===== config.mk =====
export PLATFORM = sky130hd
export DESIGN_NAME = grid_unit_first_fit_allocator
export DESIGN_NICKNAME = d
export VERILOG_FILES = /design/src/rtl/gufa_pkg.sv /design/src/rtl/grid_unit_first_fit_allocator.sv /design/src/rtl/gufa_ram.sv
export SDC_FILE = /design/constraint.sdc
export NUM_CORES = 1
export LEC_CHECK = 0
export ABC_AREA = 1
export BUFFER_PORTS_ARGS = -buffer_cell sky130_fd_sc_hd__buf_2
export CAP_MARGIN = 20
export CORE_MARGIN = 2
export CORE_UTILIZATION = 45
export CTS_CLUSTER_SIZE = 24
export DETAILED_ROUTE_END_ITERATION = 10
export GPL_ROUTABILITY_DRIVEN = 0
export SYNTH_ARGS = -nofsm -noshare
export SYNTH_HDL_FRONTEND = slang
export SYNTH_SLANG_ARGS = --single-unit

===== constraint.sdc =====
create_clock -name clk -period 11.6 [get_ports clk]
set_input_delay 3.48 -clock clk [delete_from_list [all_inputs] [get_ports clk]]
set_output_delay 3.48 -clock clk [all_outputs]
set_load 0.005 [all_outputs]

===== src/rtl/gufa_pkg.sv =====
// shared constants and codes for the grid unit first-fit allocator
package gufa_pkg;

  localparam int GRID_X_DEF = 8;
  localparam int GRID_Y_DEF = 8;

  localparam int FUNC_W   = 2;
  localparam int CNT_W    = 7;
  localparam int COORD_W  = 3;
  localparam int OWNER_W  = 8;
  localparam int STATE_W  = 2;
  localparam int STATUS_W = 2;
  // row and column counters cover grids up to 16 by 16
  localparam int LOC_W    = 4;

  localparam logic [CNT_W-1:0] MAX_REQ  = 7'd64;
  localparam logic [CNT_W-1:0] SAT_FREE = 7'd127;

  typedef enum logic [FUNC_W-1:0] {
    FN_ALLOC   = 2'd0,
    FN_INFECT  = 2'd1,
    FN_RETREAT = 2'd2
  } func_t;

  typedef enum logic [STATE_W-1:0] {
    US_FREE     = 2'd0,
    US_INVADED  = 2'd1,
    US_INFECTED = 2'd2
  } unit_st_t;

  typedef enum logic [STATUS_W-1:0] {
    SS_OK          = 2'd0,
    SS_NO_FREE     = 2'd1,
    SS_WRONG_STATE = 2'd2
  } status_t;

endpackage


===== src/rtl/grid_unit_first_fit_allocator.sv =====
// top level of the grid unit first-fit allocator
//
//  channel  ports                                   handshake
//  -------  --------------------------------------  ---------------------------
//  request  in_func in_count in_pos_x in_pos_y      beat taken on start & !busy
//           in_owner_id
//  result   out_unit_x out_unit_y out_unit_state    one-cycle beat on out_valid
//           out_free_count out_status out_last
//
//  sequence: zero-count, refused and off-grid requests give their beat the cycle
//  after acceptance and leave busy low; infect and retreat do one status memory
//  read, then write back; an allocate scans the status memory one entry a cycle
//  in row-major order and ends once it has claimed its last unit
//  reset: synchronous, active low; all units read as free via per-entry valid
//  bits, the free count is GRID_X * GRID_Y, no clearing pass
//  the receiver cannot stall: every result beat is presented exactly once
module grid_unit_first_fit_allocator #(
  parameter int GRID_X = gufa_pkg::GRID_X_DEF,
  parameter int GRID_Y = gufa_pkg::GRID_Y_DEF
) (
  input  logic                           clk,
  input  logic                           rst_n,
  input  logic                           start,
  output logic                           busy,
  input  logic [gufa_pkg::FUNC_W-1:0]    in_func,
  input  logic [gufa_pkg::CNT_W-1:0]     in_count,
  input  logic [gufa_pkg::COORD_W-1:0]   in_pos_x,
  input  logic [gufa_pkg::COORD_W-1:0]   in_pos_y,
  input  logic [gufa_pkg::OWNER_W-1:0]   in_owner_id,
  output logic                           out_valid,
  output logic [gufa_pkg::COORD_W-1:0]   out_unit_x,
  output logic [gufa_pkg::COORD_W-1:0]   out_unit_y,
  output logic [gufa_pkg::STATE_W-1:0]   out_unit_state,
  output logic [gufa_pkg::CNT_W-1:0]     out_free_count,
  output logic [gufa_pkg::STATUS_W-1:0]  out_status,
  output logic                           out_last
);

  import gufa_pkg::*;

  localparam int NUNITS = GRID_X * GRID_Y;
  localparam int ADDR_W = (NUNITS > 1) ? $clog2(NUNITS) : 1;
  localparam int FREE_W = $clog2(NUNITS + 1);
  localparam int EXT_W  = FREE_W + CNT_W;

  typedef enum logic [1:0] {
    S_IDLE,
    S_POINT,
    S_SCAN
  } fsm_t;

  fsm_t state_r, state_nxt;

  // captured request
  func_t                func_r, func_nxt;
  logic [COORD_W-1:0]   px_r, px_nxt;
  logic [COORD_W-1:0]   py_r, py_nxt;
  logic [ADDR_W-1:0]    idx_r, idx_nxt;
  logic [OWNER_W-1:0]   owner_r, owner_nxt;
  logic [CNT_W-1:0]     remain_r, remain_nxt;

  // scan: issue side and the read in flight
  logic [ADDR_W-1:0]    iss_addr_r, iss_addr_nxt;
  logic [LOC_W-1:0]     iss_row_r, iss_row_nxt;
  logic [LOC_W-1:0]     iss_col_r, iss_col_nxt;
  logic                 iss_end_r, iss_end_nxt;
  logic                 pend_v_r, pend_v_nxt;
  logic [ADDR_W-1:0]    pend_addr_r, pend_addr_nxt;
  logic [LOC_W-1:0]     pend_row_r, pend_row_nxt;
  logic [LOC_W-1:0]     pend_col_r, pend_col_nxt;

  logic [FREE_W-1:0]    free_r, free_nxt;
  logic [NUNITS-1:0]    vld_r, vld_nxt;

  // registered result beat
  logic                 out_valid_r, out_valid_nxt;
  logic [COORD_W-1:0]   out_x_r, out_x_nxt;
  logic [COORD_W-1:0]   out_y_r, out_y_nxt;
  logic [STATE_W-1:0]   out_st_r, out_st_nxt;
  logic [CNT_W-1:0]     out_free_r, out_free_nxt;
  logic [STATUS_W-1:0]  out_status_r, out_status_nxt;
  logic                 out_last_r, out_last_nxt;

  // memory ports
  logic                 st_re;
  logic [ADDR_W-1:0]    st_raddr;
  logic [STATE_W-1:0]   st_rdata;
  logic                 st_we;
  logic [ADDR_W-1:0]    st_waddr;
  logic [STATE_W-1:0]   st_wdata;
  logic                 own_we;

  logic                 accept;
  logic                 in_grid;
  logic                 pt_req;
  logic [ADDR_W-1:0]    pt_idx;
  logic [ADDR_W-1:0]    cur_idx;
  logic [STATE_W-1:0]   cur_st;
  logic                 too_many;
  logic [EXT_W-1:0]     free_nxt_ext;

  assign busy   = (state_r != S_IDLE);
  assign accept = start && (state_r == S_IDLE);

  assign in_grid = ({2'b00, in_pos_x} < 5'(GRID_X)) && ({2'b00, in_pos_y} < 5'(GRID_Y));
  assign pt_req  = (in_func == FN_INFECT) || (in_func == FN_RETREAT);
  assign pt_idx  = ADDR_W'(({5'd0, in_pos_x} * 8'(GRID_Y)) + {5'd0, in_pos_y});

  assign too_many = (in_count > MAX_REQ) || (EXT_W'(in_count) > EXT_W'(free_r));

  // status read: point lookup at acceptance, or the scan issue pointer
  assign st_re    = (accept && pt_req && in_grid) || ((state_r == S_SCAN) && !iss_end_r);
  assign st_raddr = (state_r == S_SCAN) ? iss_addr_r : pt_idx;

  // never-written entries read as free
  assign cur_idx = (state_r == S_POINT) ? idx_r : pend_addr_r;
  assign cur_st  = vld_r[cur_idx] ? st_rdata : US_FREE;

  gufa_ram #(
    .WIDTH (STATE_W),
    .DEPTH (NUNITS)
  ) u_status_ram (
    .clk   (clk),
    .we    (st_we),
    .waddr (st_waddr),
    .wdata (st_wdata),
    .re    (st_re),
    .raddr (st_raddr),
    .rdata (st_rdata)
  );

  // owner tags are stored only
  gufa_ram #(
    .WIDTH (OWNER_W),
    .DEPTH (NUNITS)
  ) u_owner_ram (
    .clk   (clk),
    .we    (own_we),
    .waddr (pend_addr_r),
    .wdata (owner_r),
    .re    (1'b0),
    .raddr (pend_addr_r),
    .rdata ()
  );

  always_comb begin
    state_nxt      = state_r;
    func_nxt       = func_r;
    px_nxt         = px_r;
    py_nxt         = py_r;
    idx_nxt        = idx_r;
    owner_nxt      = owner_r;
    remain_nxt     = remain_r;
    iss_addr_nxt   = iss_addr_r;
    iss_row_nxt    = iss_row_r;
    iss_col_nxt    = iss_col_r;
    iss_end_nxt    = iss_end_r;
    pend_v_nxt     = pend_v_r;
    pend_addr_nxt  = pend_addr_r;
    pend_row_nxt   = pend_row_r;
    pend_col_nxt   = pend_col_r;
    free_nxt       = free_r;
    vld_nxt        = vld_r;
    out_valid_nxt  = 1'b0;
    out_x_nxt      = out_x_r;
    out_y_nxt      = out_y_r;
    out_st_nxt     = out_st_r;
    out_status_nxt = out_status_r;
    out_last_nxt   = out_last_r;
    st_we          = 1'b0;
    st_waddr       = pend_addr_r;
    st_wdata       = US_INVADED;
    own_we         = 1'b0;

    case (state_r)
      S_IDLE: begin
        if (accept) begin
          case (func_t'(in_func))
            FN_ALLOC: begin
              if (in_count == '0) begin
                // empty grant
                out_valid_nxt  = 1'b1;
                out_x_nxt      = '0;
                out_y_nxt      = '0;
                out_st_nxt     = US_FREE;
                out_status_nxt = SS_OK;
                out_last_nxt   = 1'b1;
              end else if (too_many) begin
                out_valid_nxt  = 1'b1;
                out_x_nxt      = '0;
                out_y_nxt      = '0;
                out_st_nxt     = US_FREE;
                out_status_nxt = SS_NO_FREE;
                out_last_nxt   = 1'b1;
              end else begin
                state_nxt    = S_SCAN;
                owner_nxt    = in_owner_id;
                remain_nxt   = in_count;
                iss_addr_nxt = '0;
                iss_row_nxt  = '0;
                iss_col_nxt  = '0;
                iss_end_nxt  = 1'b0;
                pend_v_nxt   = 1'b0;
              end
            end
            FN_INFECT, FN_RETREAT: begin
              if (!in_grid) begin
                out_valid_nxt  = 1'b1;
                out_x_nxt      = in_pos_x;
                out_y_nxt      = in_pos_y;
                out_st_nxt     = US_FREE;
                out_status_nxt = SS_WRONG_STATE;
                out_last_nxt   = 1'b1;
              end else begin
                state_nxt = S_POINT;
                func_nxt  = func_t'(in_func);
                px_nxt    = in_pos_x;
                py_nxt    = in_pos_y;
                idx_nxt   = pt_idx;
              end
            end
            default: begin
              // unused function code: dropped without a result
            end
          endcase
        end
      end

      S_POINT: begin
        state_nxt     = S_IDLE;
        out_valid_nxt = 1'b1;
        out_x_nxt     = px_r;
        out_y_nxt     = py_r;
        out_last_nxt  = 1'b1;
        st_waddr      = idx_r;
        if (func_r == FN_INFECT) begin
          if (cur_st == US_INVADED) begin
            st_we          = 1'b1;
            st_wdata       = US_INFECTED;
            vld_nxt[idx_r] = 1'b1;
            out_st_nxt     = US_INFECTED;
            out_status_nxt = SS_OK;
          end else begin
            out_st_nxt     = cur_st;
            out_status_nxt = SS_WRONG_STATE;
          end
        end else begin
          out_st_nxt = US_FREE;
          if (cur_st == US_FREE) begin
            out_status_nxt = SS_WRONG_STATE;
          end else begin
            st_we          = 1'b1;
            st_wdata       = US_FREE;
            vld_nxt[idx_r] = 1'b1;
            free_nxt       = free_r + 1'b1;
            out_status_nxt = SS_OK;
          end
        end
      end

      S_SCAN: begin
        // issue one read a cycle in row-major order
        if (!iss_end_r) begin
          pend_v_nxt    = 1'b1;
          pend_addr_nxt = iss_addr_r;
          pend_row_nxt  = iss_row_r;
          pend_col_nxt  = iss_col_r;
          iss_addr_nxt  = iss_addr_r + 1'b1;
          iss_end_nxt   = (iss_addr_r == ADDR_W'(NUNITS - 1));
          if (iss_col_r == LOC_W'(GRID_Y - 1)) begin
            iss_col_nxt = '0;
            iss_row_nxt = iss_row_r + 1'b1;
          end else begin
            iss_col_nxt = iss_col_r + 1'b1;
          end
        end else begin
          pend_v_nxt = 1'b0;
        end

        // claim the returned entry if it is free
        if (pend_v_r && (cur_st == US_FREE)) begin
          st_we                = 1'b1;
          st_wdata             = US_INVADED;
          own_we               = 1'b1;
          vld_nxt[pend_addr_r] = 1'b1;
          free_nxt             = free_r - 1'b1;
          remain_nxt           = remain_r - 1'b1;
          out_valid_nxt        = 1'b1;
          out_x_nxt            = pend_row_r[COORD_W-1:0];
          out_y_nxt            = pend_col_r[COORD_W-1:0];
          out_st_nxt           = US_INVADED;
          out_status_nxt       = SS_OK;
          out_last_nxt         = (remain_r == 7'd1);
          if (remain_r == 7'd1) begin
            // read still in flight is dropped
            state_nxt  = S_IDLE;
            pend_v_nxt = 1'b0;
          end
        end
      end

      default: begin
        state_nxt = S_IDLE;
      end
    endcase
  end

  // reported count saturates at the field's top
  assign free_nxt_ext = EXT_W'(free_nxt);
  assign out_free_nxt = (free_nxt_ext > EXT_W'(SAT_FREE)) ? SAT_FREE
                                                          : free_nxt_ext[CNT_W-1:0];

  always_ff @(posedge clk) begin
    if (!rst_n) begin
      state_r     <= S_IDLE;
      out_valid_r <= 1'b0;
      pend_v_r    <= 1'b0;
      iss_end_r   <= 1'b0;
      free_r      <= FREE_W'(NUNITS);
      vld_r       <= '0;
    end else begin
      state_r     <= state_nxt;
      out_valid_r <= out_valid_nxt;
      pend_v_r    <= pend_v_nxt;
      iss_end_r   <= iss_end_nxt;
      free_r      <= free_nxt;
      vld_r       <= vld_nxt;
    end
    func_r       <= func_nxt;
    px_r         <= px_nxt;
    py_r         <= py_nxt;
    idx_r        <= idx_nxt;
    owner_r      <= owner_nxt;
    remain_r     <= remain_nxt;
    iss_addr_r   <= iss_addr_nxt;
    iss_row_r    <= iss_row_nxt;
    iss_col_r    <= iss_col_nxt;
    pend_addr_r  <= pend_addr_nxt;
    pend_row_r   <= pend_row_nxt;
    pend_col_r   <= pend_col_nxt;
    out_x_r      <= out_x_nxt;
    out_y_r      <= out_y_nxt;
    out_st_r     <= out_st_nxt;
    out_free_r   <= out_free_nxt;
    out_status_r <= out_status_nxt;
    out_last_r   <= out_last_nxt;
  end

  assign out_valid      = out_valid_r;
  assign out_unit_x     = out_x_r;
  assign out_unit_y     = out_y_r;
  assign out_unit_state = out_st_r;
  assign out_free_count = out_free_r;
  assign out_status     = out_status_r;
  assign out_last       = out_last_r;

endmodule


===== src/rtl/gufa_ram.sv =====
// generic simple dual-port ram with registered read
module gufa_ram #(
  parameter int WIDTH = 8,
  parameter int DEPTH = 64,
  localparam int AW = (DEPTH > 1) ? $clog2(DEPTH) : 1
) (
  input  logic             clk,
  input  logic             we,
  input  logic [AW-1:0]    waddr,
  input  logic [WIDTH-1:0] wdata,
  input  logic             re,
  input  logic [AW-1:0]    raddr,
  output logic [WIDTH-1:0] rdata
);

  logic [WIDTH-1:0] mem [DEPTH];
  logic [WIDTH-1:0] rdata_r;

  always_ff @(posedge clk) begin
    if (we) begin
      mem[waddr] <= wdata;
    end
    if (re) begin
      rdata_r <= mem[raddr];
    end
  end

  assign rdata = rdata_r;

endmodule

Word-level counts from Yosys, hierarchy flattened

Memories as Yosys holds them, arrays and structs flattened. A register that Yosys moved wholly into a read port is not among the register bits.
Index checks and enable logic that the tools add are counted.
W data, S select, Z words.

Word-level logic and storage cells: 197
Flip-flop bits (word level): 141
RAM bits: 128
Memories kept: 1
Bits of input ports: 26

Memory list:

| name             | depth | width | read ports | clocked after memory_dff | write ports | line           | source |
|---|---|---|---|---|---|---|---|
| u_status_ram.mem | 64    | 2     | 1          | 1                        | 1           | gufa_ram.sv:16 | `logic [WIDTH-1:0] mem [DEPTH];` |

Add/sub/neg operators: 7
Bitwise logic cells: 3
Order comparisons: 8
Mux-type cells: 104
Equal/unequal tests: 23
Reduce and logical (&&, ||, !) cells: 28

Operators with widths:

| operator              | count |
|---|---|
| $mux W64              | 4 |
| $or A64 B64 Y64       | 2 |
| $pmux W64 S2          | 1 |
| $mux W7               | 8 |
| $mux W2               | 24 |
| $mux W6               | 7 |
| $mux W4               | 8 |
| $pmux W7 S2           | 2 |
| $mux W1               | 27 |
| $lt A6 B7 Y1 const B  | 3 |
| $mux W3               | 6 |
| $pmux W3 S3           | 2 |
| $reduce_and A6 Y1     | 3 |
| $pmux W4 S2           | 2 |
| $gt A7 B7 Y1 const B  | 2 |
| $sub A7 B1 Y7 const B | 2 |
| $demux W1 S6          | 2 |
| $ge A6 B1 Y1 const B  | 2 |
| $pmux W2 S3           | 2 |
| $pmux W6 S2           | 1 |
| $reduce_and A5 Y1     | 2 |
| $ne A3 B3 Y1 const B  | 3 |
| $add A4 B1 Y4 const B | 2 |
| $eq A2 B1 Y1 const B  | 4 |
| 29 further kinds      | 52 |

Longest topological paths before layout

Gate-level depths: netlist (run 1).

Depth in word-level cells: 11
Gate-level depth with buffers: 22
Gate-level depth less buffers: 19

Hierarchy

From an unflattened synthesis (run 1), not the netlist that was laid out.

Cell total of the unflattened synthesis: 1520
Area, all modules: 13122.6 µm²

Modules (own cells, without submodules):

| module                        | sequential area each (µm²) | cells each | area an instance (µm²) | times used |
|---|---|---|---|---|
| grid_unit_first_fit_allocator | 3193.1                     | 983        | 7457.2                 | 1 |
| gufa_ram                      | 3903.7                     | 537        | 5665.4                 | 1 |

Worst setup path after synthesis (run 1)

No wires, ideal clock.

Kind: input to register
Start: input port in_count[1] (netlist name)
End: register out_last_r (netlist: out_last) (enable)
Path buffers: 0
Slack: 5640 ps
Arrival: 5552 ps
Required time: 11192 ps
Stages: 9
Library setup time: 408 ps
Cell sequence: ha_1 > inv_1 > o31ai_1 > nand4_1 > nand3_1 > o41ai_1 > nand3b_1 > o21ai_0 > nor4_1

Longest elaborated chain between the ends: 4

RTL lines:

| what                          | line                                 | source |
|---|---|---|
| start: declaration            | grid_unit_first_fit_allocator.sv:26  | `input logic [gufa_pkg::CNT_W-1:0] in_count,` |
| $gt A7 B7 Y1                  | grid_unit_first_fit_allocator.sv:109 | `assign too_many = (in_count > MAX_REQ) \|\| (EXT_W'(in_count) > EXT_W'(free_r));` |
| $logic_or A1 B1 Y1            | grid_unit_first_fit_allocator.sv:109 |  |
| $ne A3 B2 Y1 (no line) *      | n/a                                  |  |
| $reduce_and A5 Y1 (no line) * | n/a                                  |  |
| end signal: assignment        | grid_unit_first_fit_allocator.sv:346 | `out_last_r <= out_last_nxt;` |
| end: declaration              | grid_unit_first_fit_allocator.sv:82  | `logic out_last_r, out_last_nxt;` |

Mark *: on every way between the ends. The rest lies on a longest branch, timed or not.
A chain may end at the register's enable or synchronous reset.

Final worst setup path (run 1)

Start: input port in_pos_y[0] (netlist name)
End: register u_status_ram.rdata_r[0] (netlist: u_status_ram.rdata[0]) (read register of u_status_ram.mem) (data pin)

Longest elaborated chain between the ends: 2

RTL lines:

| what               | line                                 | source |
|---|---|---|
| start: declaration | grid_unit_first_fit_allocator.sv:28  | `input logic [gufa_pkg::COORD_W-1:0] in_pos_y,` |
| $add A6 B3 Y6      | grid_unit_first_fit_allocator.sv:107 | `assign pt_idx = ADDR_W'(({5'd0, in_pos_x} * 8'(GRID_Y)) + {5'd0, in_pos_y});` |
| $mux W6            | grid_unit_first_fit_allocator.sv:113 | `assign st_raddr = (state_r == S_SCAN) ? iss_addr_r : pt_idx;` |
| end: declaration   | gufa_ram.sv:17                       | `logic [WIDTH-1:0] rdata_r;` |

Every way passes these cells.

==> impl_metrics.toml, run 1 <==
[outcome]
status = "complete, no violations"

[route]
dr.first_iter.drc_count = 911
vias_per_cell = 5.58
drt_wl_total_microns = 33600
vias = 10300
drc = 0
drtAntennaViolNets = 0
wl_per_cell_microns = 18.2
first_pass_iters = 8

[logic_synthesis]
ys_async_sr_fraction_pct = 0
ys_seq_elements = 264
yosys_warnings = 0
avgSynthCellArea_sq_um = 9.06
yosysTopAreaCellShare_pct = 42.1
yosysTopAreaCell = "edfxtp_1"
synth.area.top_cells = "edfxtp_1 42%, dfxtp_1 13%, nand2_1 5.8%"
synth_edf_count = 181
syn_inst = 1426
yosysSeqAreaShare_pct = 54.9
synth.distinct_cells = 41
ys.flop_type = "edfxtp_1"
syn_nets = 1472
syn-cell-area_sq_um = 12900

[critical_path]
crit_type = "input pin to register"
crit_path_start_kind = "input pin"
crit_fanout = 65
worstPathRequired_ns = 11.89
cpMaxStageDelayCell = "buf_4"
worstPathArrival_ns = 5.94
crit_start = "in_pos_y[0]"
path_cells = "buf_2 -> o21ai_4 -> buf_4 -> inv_2 -> buf_4 -> o21ai_0 -> o22ai_1 -> o21ai_0 -> o221ai_1 -> nand3_1 -> nand2_1"
slowest_delay_ns = 0.54
crit_path_end_kind = "register"
r2r_cells = 18
r2r_start = "state_r[1]$_SDFFE_PN0P_"

[grt]
overflow = 0
grt_usage_pct = 22.3
grt_pass1_vias = 9860
grt_max_degree = 69
grt_first_pass_wirelength_microns = 53400
antenna_found_initial = 0

[min_path]
hold_depth = 2
hp-class = "register to register"
hold_start = "vld_r[40]$_SDFFE_PN0P_"

[timing]
finalSetupViolations = 0
min_period_ns = 5.65
rsz0062_at_grt = "false"
worst_pin_slew_ns = 1.04
max_freq_mhz = 177
fin_skew_ns = 0.0111
hold_viol_final = 0
max_slew_margin_pct = 30.2
finalSetupTns_ns = 0
min_period_over_period_pct = 48.7
drv_slew = 0

[final_layout]
final_cell_mix = "198 x nand2_1, 187 x nor2_1, 181 x edfxtp_1, 146 x inv_1, 101 x nand3_1"
final_common_cell = "nand2_1"
area_delta_synth_final_pct = 11.4
fin_nets = 1487
antenna_cells = 0
post_route_cells_drive_above_1_share_pct = 9.50
postLayoutCellArea_sq_um = 14400

[power_and_ir_drop]
total_power_mw = 3.45
leakagePower_nw = 4.81
pwr_density_cell_nw_per_um2 = 240
peakVddDrop_uv = 168

[floorplanning]
die-area_sq_um = 30100
rows = 62
die_h_microns = 173
die_w_microns = 173
core-area_sq_um = 28500
initial_core_util_pct = 45.4
top_level_ports = 46

[clocking]
numCtsBuffers = 29
path_clk_slew_ns = 0.06
clk_latency_ns = 0.56
postCtsSetupRepairBufs = 0
clockRootBuffer = "clkbuf_16"
holdBufCountCts = 0
ctsResizeCount = 0
cts_tree = "yes"
clock_sinks = 264
htree_levels = 1
clock_path_buffers = 3

[placed_design]
place_area_sq_um = 13500
io_buffers = 37
dp_hpwl_microns = 22000

[job]
maxCapViolCount = 0
## logic make-up after synthesis
kind of cell / after synthesis / share of synthesized area, %
buf+inv: 225 / 7.00
compound gates: 305 / 13.8
simple gates: 603 / 21.8
xor+xnor: 9 / 0.610
flops: 264 / 54.9
fa+ha+maj: 20 / 1.94
## cell usage after synthesis, types with 3 or more instances
| cell | count |
|---|---|
| nor2_4 | 6 |
| edfxtp_1 | 181 |
| xnor2_1 | 5 |
| o211ai_1 | 13 |
| o21ai_2 | 3 |
| inv_2 | 8 |
| nor4_1 | 3 |
| nand4_1 | 77 |
| o22ai_1 | 81 |
| nand3_1 | 102 |
| nand4_4 | 7 |
| xor2_1 | 4 |
| nor2_1 | 188 |
| buf_1 | 5 |
| clkinv_1 | 3 |
| a21oi_1 | 78 |
| o221ai_1 | 16 |
| inv_1 | 146 |
| buf_4 | 8 |
| nand2_1 | 200 |
| ha_1 | 20 |
| nand2_2 | 5 |
| buf_2 | 18 |
| clkbuf_1 | 36 |
| nor3_1 | 9 |
| o21ai_0 | 95 |
| o21ai_1 | 9 |
| dfxtp_1 | 83 |
## state kept, by name (all words and copies together), names as in the netlist, 2 cells and up
| register | cells |
|---|---|
| out_status | 2 |
| iss_addr_r | 6 |
| iss_col_r | 4 |
| free_r | 7 |
| iss_row_r | 3 |
| py_r | 2 |
| remain_r | 7 |
| pend_addr_r | 6 |
| out_unit_x | 3 |
| u_status_ram.mem | 128 |
| pend_row_r | 3 |
| px_r | 2 |
| state_r | 2 |
| vld_r | 64 |
| pend_col_r | 3 |
| idx_r | 2 |
| out_free_count | 7 |
| out_unit_y | 3 |
| out_unit_state | 2 |
| u_status_ram.rdata | 2 |
| func_r | 2 |
## cell type report
| type | count | area, sq um |
|---|---|---|
| Clock buffer | 41 | 845 |
| Clock inverter | 12 | 95.1 |
| Fill cell | 2733 | 14100 |
| Inverter | 157 | 589 |
| Multi-Input combinational cell | 937 | 4960 |
| Sequential cell | 264 | 7100 |
| Tap cell | 384 | 480 |
| Timing Repair Buffer | 52 | 330 |
## worst paths after layout
| kind | to | slack, ns |
|---|---|---|
| max | u_status_ram.rdata[0]$_DFFE_PP_ | 5.95 |
| min reg2reg | vld_r[40]$_SDFFE_PN0P_ | 0.45 |
| max reg2reg | out_unit_y[1]$_DFFE_PP_ | 6.74 |
| min | vld_r[40]$_SDFFE_PN0P_ | 0.45 |
## stage by stage
step                      std cells  setup slack (ns)  hold WS, ns  utilization [%]
after floorplan                1426              5.64        0.430                -
after global placement         1791              5.40        0.437             47.1
after detailed placement       1793              5.34        0.440             47.3
after CTS                      1846              5.92        0.449             50.6
after global routing           1847              5.77        0.463             50.6
final                          1847              5.95        0.447             50.6
## where the power goes
part           total (mW)  leakage, nW  switching (mW)  internal, mW
clock network       0.905        0.467           0.376         0.529
logic                1.34         2.13           0.999         0.337
registers            1.21         2.22          0.0609          1.15
total                3.45         4.81            1.44          2.01
## per-layer routing
metal,vias up,GRT usage (%),wire length [microns]
met4,0,6.99,1000
met3,72,3.71,2310
met5,-,0,0
li1,5082,-,-
met1,4829,30.5,14500
met2,331,36.4,15800
## critical path, delay by kind of cell
kind | cells | cell delay [ns]
buf+inv | 4 | 1.27
compound gates | 5 | 0.89
simple gates | 2 | 0.23
Note: power is estimated with default switching activity, not from simulation.
==> inputs of run 2 (changes only) <==
--- a/config.mk
+++ b/config.mk
@@ -5,7 +5,7 @@
 export SDC_FILE = /design/constraint.sdc
 export NUM_CORES = 1
 export LEC_CHECK = 0
-export ABC_AREA = 1
+export ABC_AREA = 0
 export BUFFER_PORTS_ARGS = -buffer_cell sky130_fd_sc_hd__buf_2
 export CAP_MARGIN = 20
 export CORE_MARGIN = 2
==> constraint.sdc (replaced) <==
create_clock -name clk -period 4.6 [get_ports clk]
set_input_delay 1.38 -clock clk [delete_from_list [all_inputs] [get_ports clk]]
set_output_delay 1.38 -clock clk [all_outputs]
set_load 0.005 [all_outputs]
==> run 2 against run 1 <==
Design area shrank 3.0%. Core utilization grew 1.2 points. Non-clock buffer count grew 21. Critical path depth grew 3. Global-route usage shrank 0.81 points. Wire length shrank 7.8%. Combinational power shrank 58%. Sequential power grew 110%. First-iteration DRC count shrank 27%. Sequential share of layout area grew 1.5 points. Largest cell class unchanged. Highest routed layer unchanged.
==> impl_metrics.toml, run 2 <==
[logic_synthesis]
syn_nets = 1066
avgSynthCellArea_sq_um = 12.1
yosys-top-cells-count = "181 x edfxtp_1, 108 x nand2_1, 83 x dfxtp_1, 69 x nor3_1, 66 x o22ai_1"
ys.flop_type = "edfxtp_1"
synth.distinct_cells = 66
yosys_warnings = 0
ys_seq_elements = 264
yosysSeqAreaShare_pct = 57.5
synth.area.top_cells = "edfxtp_1 44%, dfxtp_1 13%, mux4_2 5.8%"
synth.most_common_cell = "edfxtp_1"
syn_inst = 1020
yosysTopAreaCellShare_pct = 44.1
synth_edf_count = 181
syn-cell-area_sq_um = 12300
ys_async_sr_fraction_pct = 0
yosysTopAreaCell = "edfxtp_1"

[final_layout]
largest_reg_flops = 128
antenna_cells = 0
final_cell_mix = "181 x edfxtp_1, 107 x nand2_1, 83 x dfxtp_1, 69 x nor3_1, 66 x o22ai_1"
area_delta_synth_final_pct = 13.2
post_route_cells_drive_above_1_share_pct = 16.7
fin_nets = 1110
reg_top3 = "u_status_ram.mem: 128 flops, vld_r: 64 flops"
final_common_cell = "edfxtp_1"
utilization_pct = 51.8
regMostFlops = "u_status_ram.mem"
postLayoutCellArea_sq_um = 14000

[grt]
grt_max_degree = 65
grt_pass1_vias = 8422
overflow = 0
grt_usage_pct = 21.5
grt_first_pass_wirelength_microns = 48100
antenna_found_initial = 0

[route]
wl_per_cell_microns = 21.7
drc = 0
drtAntennaViolNets = 0
drt_wl_total_microns = 31000
vias_per_cell = 6.11
vias = 8726
first_pass_iters = 5
dr.first_iter.drc_count = 662

[critical_path]
worstPathArrival_ns = 4.27
worstPathRequired_ns = 4.82
cpMaxStageDelayCell = "ha_1"
r2r_cells = 14
crit_fanout = 40
crit_path_start_kind = "register"
critPathMostFrequentCell = "buf_4"
path_cells = "inv_1 -> ha_1 -> inv_2 -> mux2_2 -> nand2_1 -> a31oi_1 -> nor4_2 -> buf_4 -> nand3_2 -> o21ai_0 -> buf_4 -> a21boi_4 -> buf_12 -> nor3_1"
crit_path_end_kind = "register"
crit_type = "register to register"
slowest_delay_ns = 0.57

[timing]
hold_viol_final = 0
rsz0062_at_grt = "false"
min_period_ns = 4.06
drv_slew = 0
fin_skew_ns = 0.0158
max_freq_mhz = 247
min_period_over_period_pct = 88.2
finalSetupViolations = 0
max_slew_margin_pct = 21.6
fin_hold_ws_ns = 0.466
finalSetupTns_ns = 0
worst_pin_slew_ns = 1.18

[floorplanning]
top_level_ports = 46
die_h_microns = 170
die_w_microns = 170
core-area_sq_um = 27000
initial_core_util_pct = 45.8
rows = 60
die-area_sq_um = 28700

[clocking]
path_clk_slew_ns = 0.06
numCtsBuffers = 29
clockRootBuffer = "clkbuf_16"
holdBufCountCts = 0
clock_path_buffers = 3
cts_tree = "yes"
htree_levels = 1
clock_sinks = 264
ctsResizeCount = 0
clk_latency_ns = 0.56
postCtsSetupRepairBufs = 0

[power_and_ir_drop]
total_power_mw = 5.47
leakagePower_nw = 4.50
pwr_density_cell_nw_per_um2 = 392
peakVddDrop_uv = 327

[placed_design]
place_area_sq_um = 13000
dp_hpwl_microns = 20000
io_buffers = 37

[min_path]
hold_depth = 0
hp-class = "register to register"

[outcome]
status = "complete, no violations"

[job]
maxCapViolCount = 0
## run 2: cell types whose count changed after synthesis, moves of 60 or more
cell	previous run	this run
nor3_1	9	69
inv_1	146	22
nand2_1	200	108
nand4_1	77	6
o21ai_0	95	12
nor2_1	188	43
a22o_1	0	65
## run 2: critical path: cells and delay by family (launching register included)
| family | cells | cell delay (ns) |
|---|---|---|
| AOI/OAI and AO/OA | 3 | 0.38 |
| buffers and inverters | 5 | 0.99 |
| adders and majority gates | 1 | 0.57 |
| DFF | 1 | 0.32 |
| muxes | 1 | 0.34 |
| and+or+nand+nor | 4 | 1.10 |
## run 2: path summary, 6_finish.rpt
kind / start / end / slack, ns
worst max-delay path: state_r[1]$_SDFFE_PN0P_ / u_status_ram.mem[27][0]$_DFFE_PP_ / 0.54
worst max register to register: state_r[1]$_SDFFE_PN0P_ / u_status_ram.mem[27][0]$_DFFE_PP_ / 0.54
worst min-delay path: iss_row_r[1]$_SDFFCE_PN0P_ / pend_row_r[1]$_DFFE_PP_ / 0.47
worst min register to register: iss_row_r[1]$_SDFFCE_PN0P_ / pend_row_r[1]$_DFFE_PP_ / 0.47
## run 2: final cells by class
class	instances	area [sq um]
fillers	2316	13000
flip-flops and latches	264	7100
multi-input cells	673	4890
clock buffers	33	741
repair buffers	73	518
well taps	341	427
clock inverters	21	213
inverters	23	86.3
## run 2: logic make-up after synthesis
logic type / synth area share [%]
buf+inv: 3.35
simple gates: 13.0
xor+xnor: 0.710
fa+ha+maj: 2.03
compound gates: 13.8
mux: 9.57
flops: 57.5
## run 2: layer usage
metal | up-vias | share of wire [%] | track usage [%]
li1 | 4071 | - | -
met1 | 4313 | 46 | 31.3
met2 | 286 | 46 | 33.9
met3 | 56 | 6.0 | 2.96
met4 | 0 | 2.2 | 5.91
met5 | - | 0 | 0
## run 2: where the power goes
group | switching, mW | internal [mW] | leakage, nW | total (mW)
clock network | 0.974 | 1.34 | 0.453 | 2.31
registers | 0.0293 | 2.57 | 2.24 | 2.60
logic | 0.362 | 0.195 | 1.80 | 0.557
## run 2: through the flow
stage               worst slack (ns)  std cells
floorplan                     0.0536       1020
global placement               0.386       1374
detailed placement             0.362       1374
CTS                            0.529       1428
global route                   0.283       1428
finish                         0.544       1428
==> inputs of run 3 (changes only) <==
--- a/config.mk
+++ b/config.mk
@@ -8,8 +8,9 @@
 export ABC_AREA = 0
 export BUFFER_PORTS_ARGS = -buffer_cell sky130_fd_sc_hd__buf_2
 export CAP_MARGIN = 20
+export CORE_ASPECT_RATIO = 0.75
 export CORE_MARGIN = 2
-export CORE_UTILIZATION = 45
+export CORE_UTILIZATION = 40
 export CTS_CLUSTER_SIZE = 24
 export DETAILED_ROUTE_END_ITERATION = 10
 export GPL_ROUTABILITY_DRIVEN = 0
==> run 3 against run 2 <==
Worst setup slack lost 0.25 ns. Sequential cell count unchanged. Final cell count rose by 4.1%. Total power decreased by 0.55%. Design area increased by 0.67%. Critical path depth is 1 lower. Combinational power is 2% higher. Clock power decreased by 2%.
==> impl_metrics.toml, run 3 (synthesized netlist as in run 2, its figures left out) <==
[outcome]
status = "complete, no violations"

[grt]
grt_first_pass_wirelength_microns = 49400
overflow = 0
grt_usage_pct = 19.8
antenna_found_initial = 0
grt_max_degree = 71
grt_pass1_vias = 8471

[min_path]
hp-class = "register to register"
hold_start = "iss_row_r[1]$_SDFFCE_PN0P_"

[floorplanning]
die-area_sq_um = 32300
initial_core_util_pct = 40.7
die_w_microns = 207
die_h_microns = 156
top_level_ports = 46
core-area_sq_um = 30300
rows = 55

[timing]
hold_viol_final = 0
rsz0062_at_grt = "false"
max_slew_margin_pct = 40.5
max_freq_mhz = 232
finalSetupTns_ns = 0
finalSetupViolations = 0
fin_hold_ws_ns = 0.460
min_period_ns = 4.31
min_period_over_period_pct = 93.7
fin_skew_ns = 0.0470
drv_slew = 0
worst_pin_slew_ns = 0.868

[route]
first_pass_iters = 6
wl_per_cell_microns = 21.4
drc = 0
vias_per_cell = 5.94
drt_wl_total_microns = 31800
vias = 8828
drtAntennaViolNets = 0
dr.first_iter.drc_count = 921

[clocking]
htree_levels = 1
clock_sinks = 264
clk_latency_ns = 0.59
cts_tree = "yes"
ctsResizeCount = 0
numCtsBuffers = 28
clock_path_buffers = 3
postCtsSetupRepairBufs = 0
path_clk_slew_ns = 0.07
clockRootBuffer = "clkbuf_16"
holdBufCountCts = 0

[placed_design]
dp_hpwl_microns = 21000
io_buffers = 37
place_area_sq_um = 13100

[power_and_ir_drop]
total_power_mw = 5.44
clock_power_share_pct = 41.8
peakVddDrop_uv = 285
switching_power_mw = 1.39
swShare_pct = 25.5
pwr_density_cell_nw_per_um2 = 387
leakagePower_nw = 4.53
internal_power_mw = 4.05
pwr-share-seq_pct = 47.8
p_comb_share_pct = 10.4

[final_layout]
final_common_cell = "edfxtp_1"
fin_nets = 1112
reg_top3 = "u_status_ram.mem: 128 flops, vld_r: 64 flops"
largest_reg_flops = 128
postLayoutCellArea_sq_um = 14100
post_route_cells_drive_above_1_share_pct = 16.8
area_delta_synth_final_pct = 14.0
antenna_cells = 0
regMostFlops = "u_status_ram.mem"
final_cell_mix = "181 x edfxtp_1, 107 x nand2_1, 83 x dfxtp_1, 69 x nor3_1, 66 x o22ai_1"
utilization_pct = 46.4

[critical_path]
worstPathRequired_ns = 4.81
crit_path_start_kind = "register"
crit_start = "state_r[1]$_SDFFE_PN0P_"
worstPathArrival_ns = 4.52
crit_type = "register to register"
r2r_start = "state_r[1]$_SDFFE_PN0P_"
crit_fanout = 36
crit_path_end_kind = "register"

[job]
maxCapViolCount = 0
==> run 3: changes by cell type in the layout (fill, tap and decap cells not counted), moves of 2 or more <==
cell	change
bufinv_16	-2
clkinvlp_2	-2
clkbuf_8	+6
clkinv_2	+3
buf_12	+2
clkinv_1	-3
inv_6	-3
==> run 3: per-layer routing <==
metal / GRT usage, % / wire length [microns]
met5: 0 / 0
met3: 3.82 / 2460
met1: 30.6 / 15300
met2: 28.7 / 13600
met4: 4.15 / 442
==> run 3: area by class of cell <==
| class | instances | area, sq um |
|---|---|---|
| inverters | 23 | 86.3 |
| clock buffers | 38 | 798 |
| repair buffers | 76 | 566 |
| clock inverters | 14 | 139 |
| flip-flops and latches | 264 | 7100 |
| fillers | 2769 | 16200 |
| multi-input cells | 673 | 4880 |
| well taps | 399 | 499 |
==> run 3: power by group through the flow <==
stage | clock network (mW) | registers (mW) | logic (mW)
after floorplan | 0 | 2.64 | 0.364
after global placement | 0 | 2.65 | 0.551
after detailed placement | 0 | 2.65 | 0.558
after CTS | 2.31 | 2.60 | 0.561
after global routing | 2.40 | 2.60 | 0.607
final | 2.27 | 2.60 | 0.567
==> run 3: stage by stage <==
stage / instances / setup slack (ns)
floorplan: 1020 / 0.0536
global placement: 1434 / 0.421
detailed placement: 1434 / 0.322
CTS: 1486 / 0.251
global route: 1487 / 0.0989
finish: 1487 / 0.292
==> run 3: final timing paths <==
kind | cells past startpoint | to | slack [ns]
hold / removal | 0 | pend_row_r[1]$_DFFE_PP_ | 0.46
setup reg to reg | 13 | u_status_ram.mem[0][1]$_DFFE_PP_ | 0.29
setup / recovery | 13 | u_status_ram.mem[0][1]$_DFFE_PP_ | 0.29
hold reg to reg | 0 | pend_row_r[1]$_DFFE_PP_ | 0.46
==> run 3: worst max-delay path, cell delays in order, from the launching register on <==
cell,delay [ns]
dfxtp_1,0.33
inv_1,0.13
ha_1,0.40
mux2_4,0.52
mux2i_1,0.19
a32oi_1,0.34
a31oi_1,0.16
nor4_2,0.25
buf_4,0.20
nand3_2,0.10
o21ai_0,0.42
a21boi_4,0.28
buf_4,0.24
nor3_1,0.32
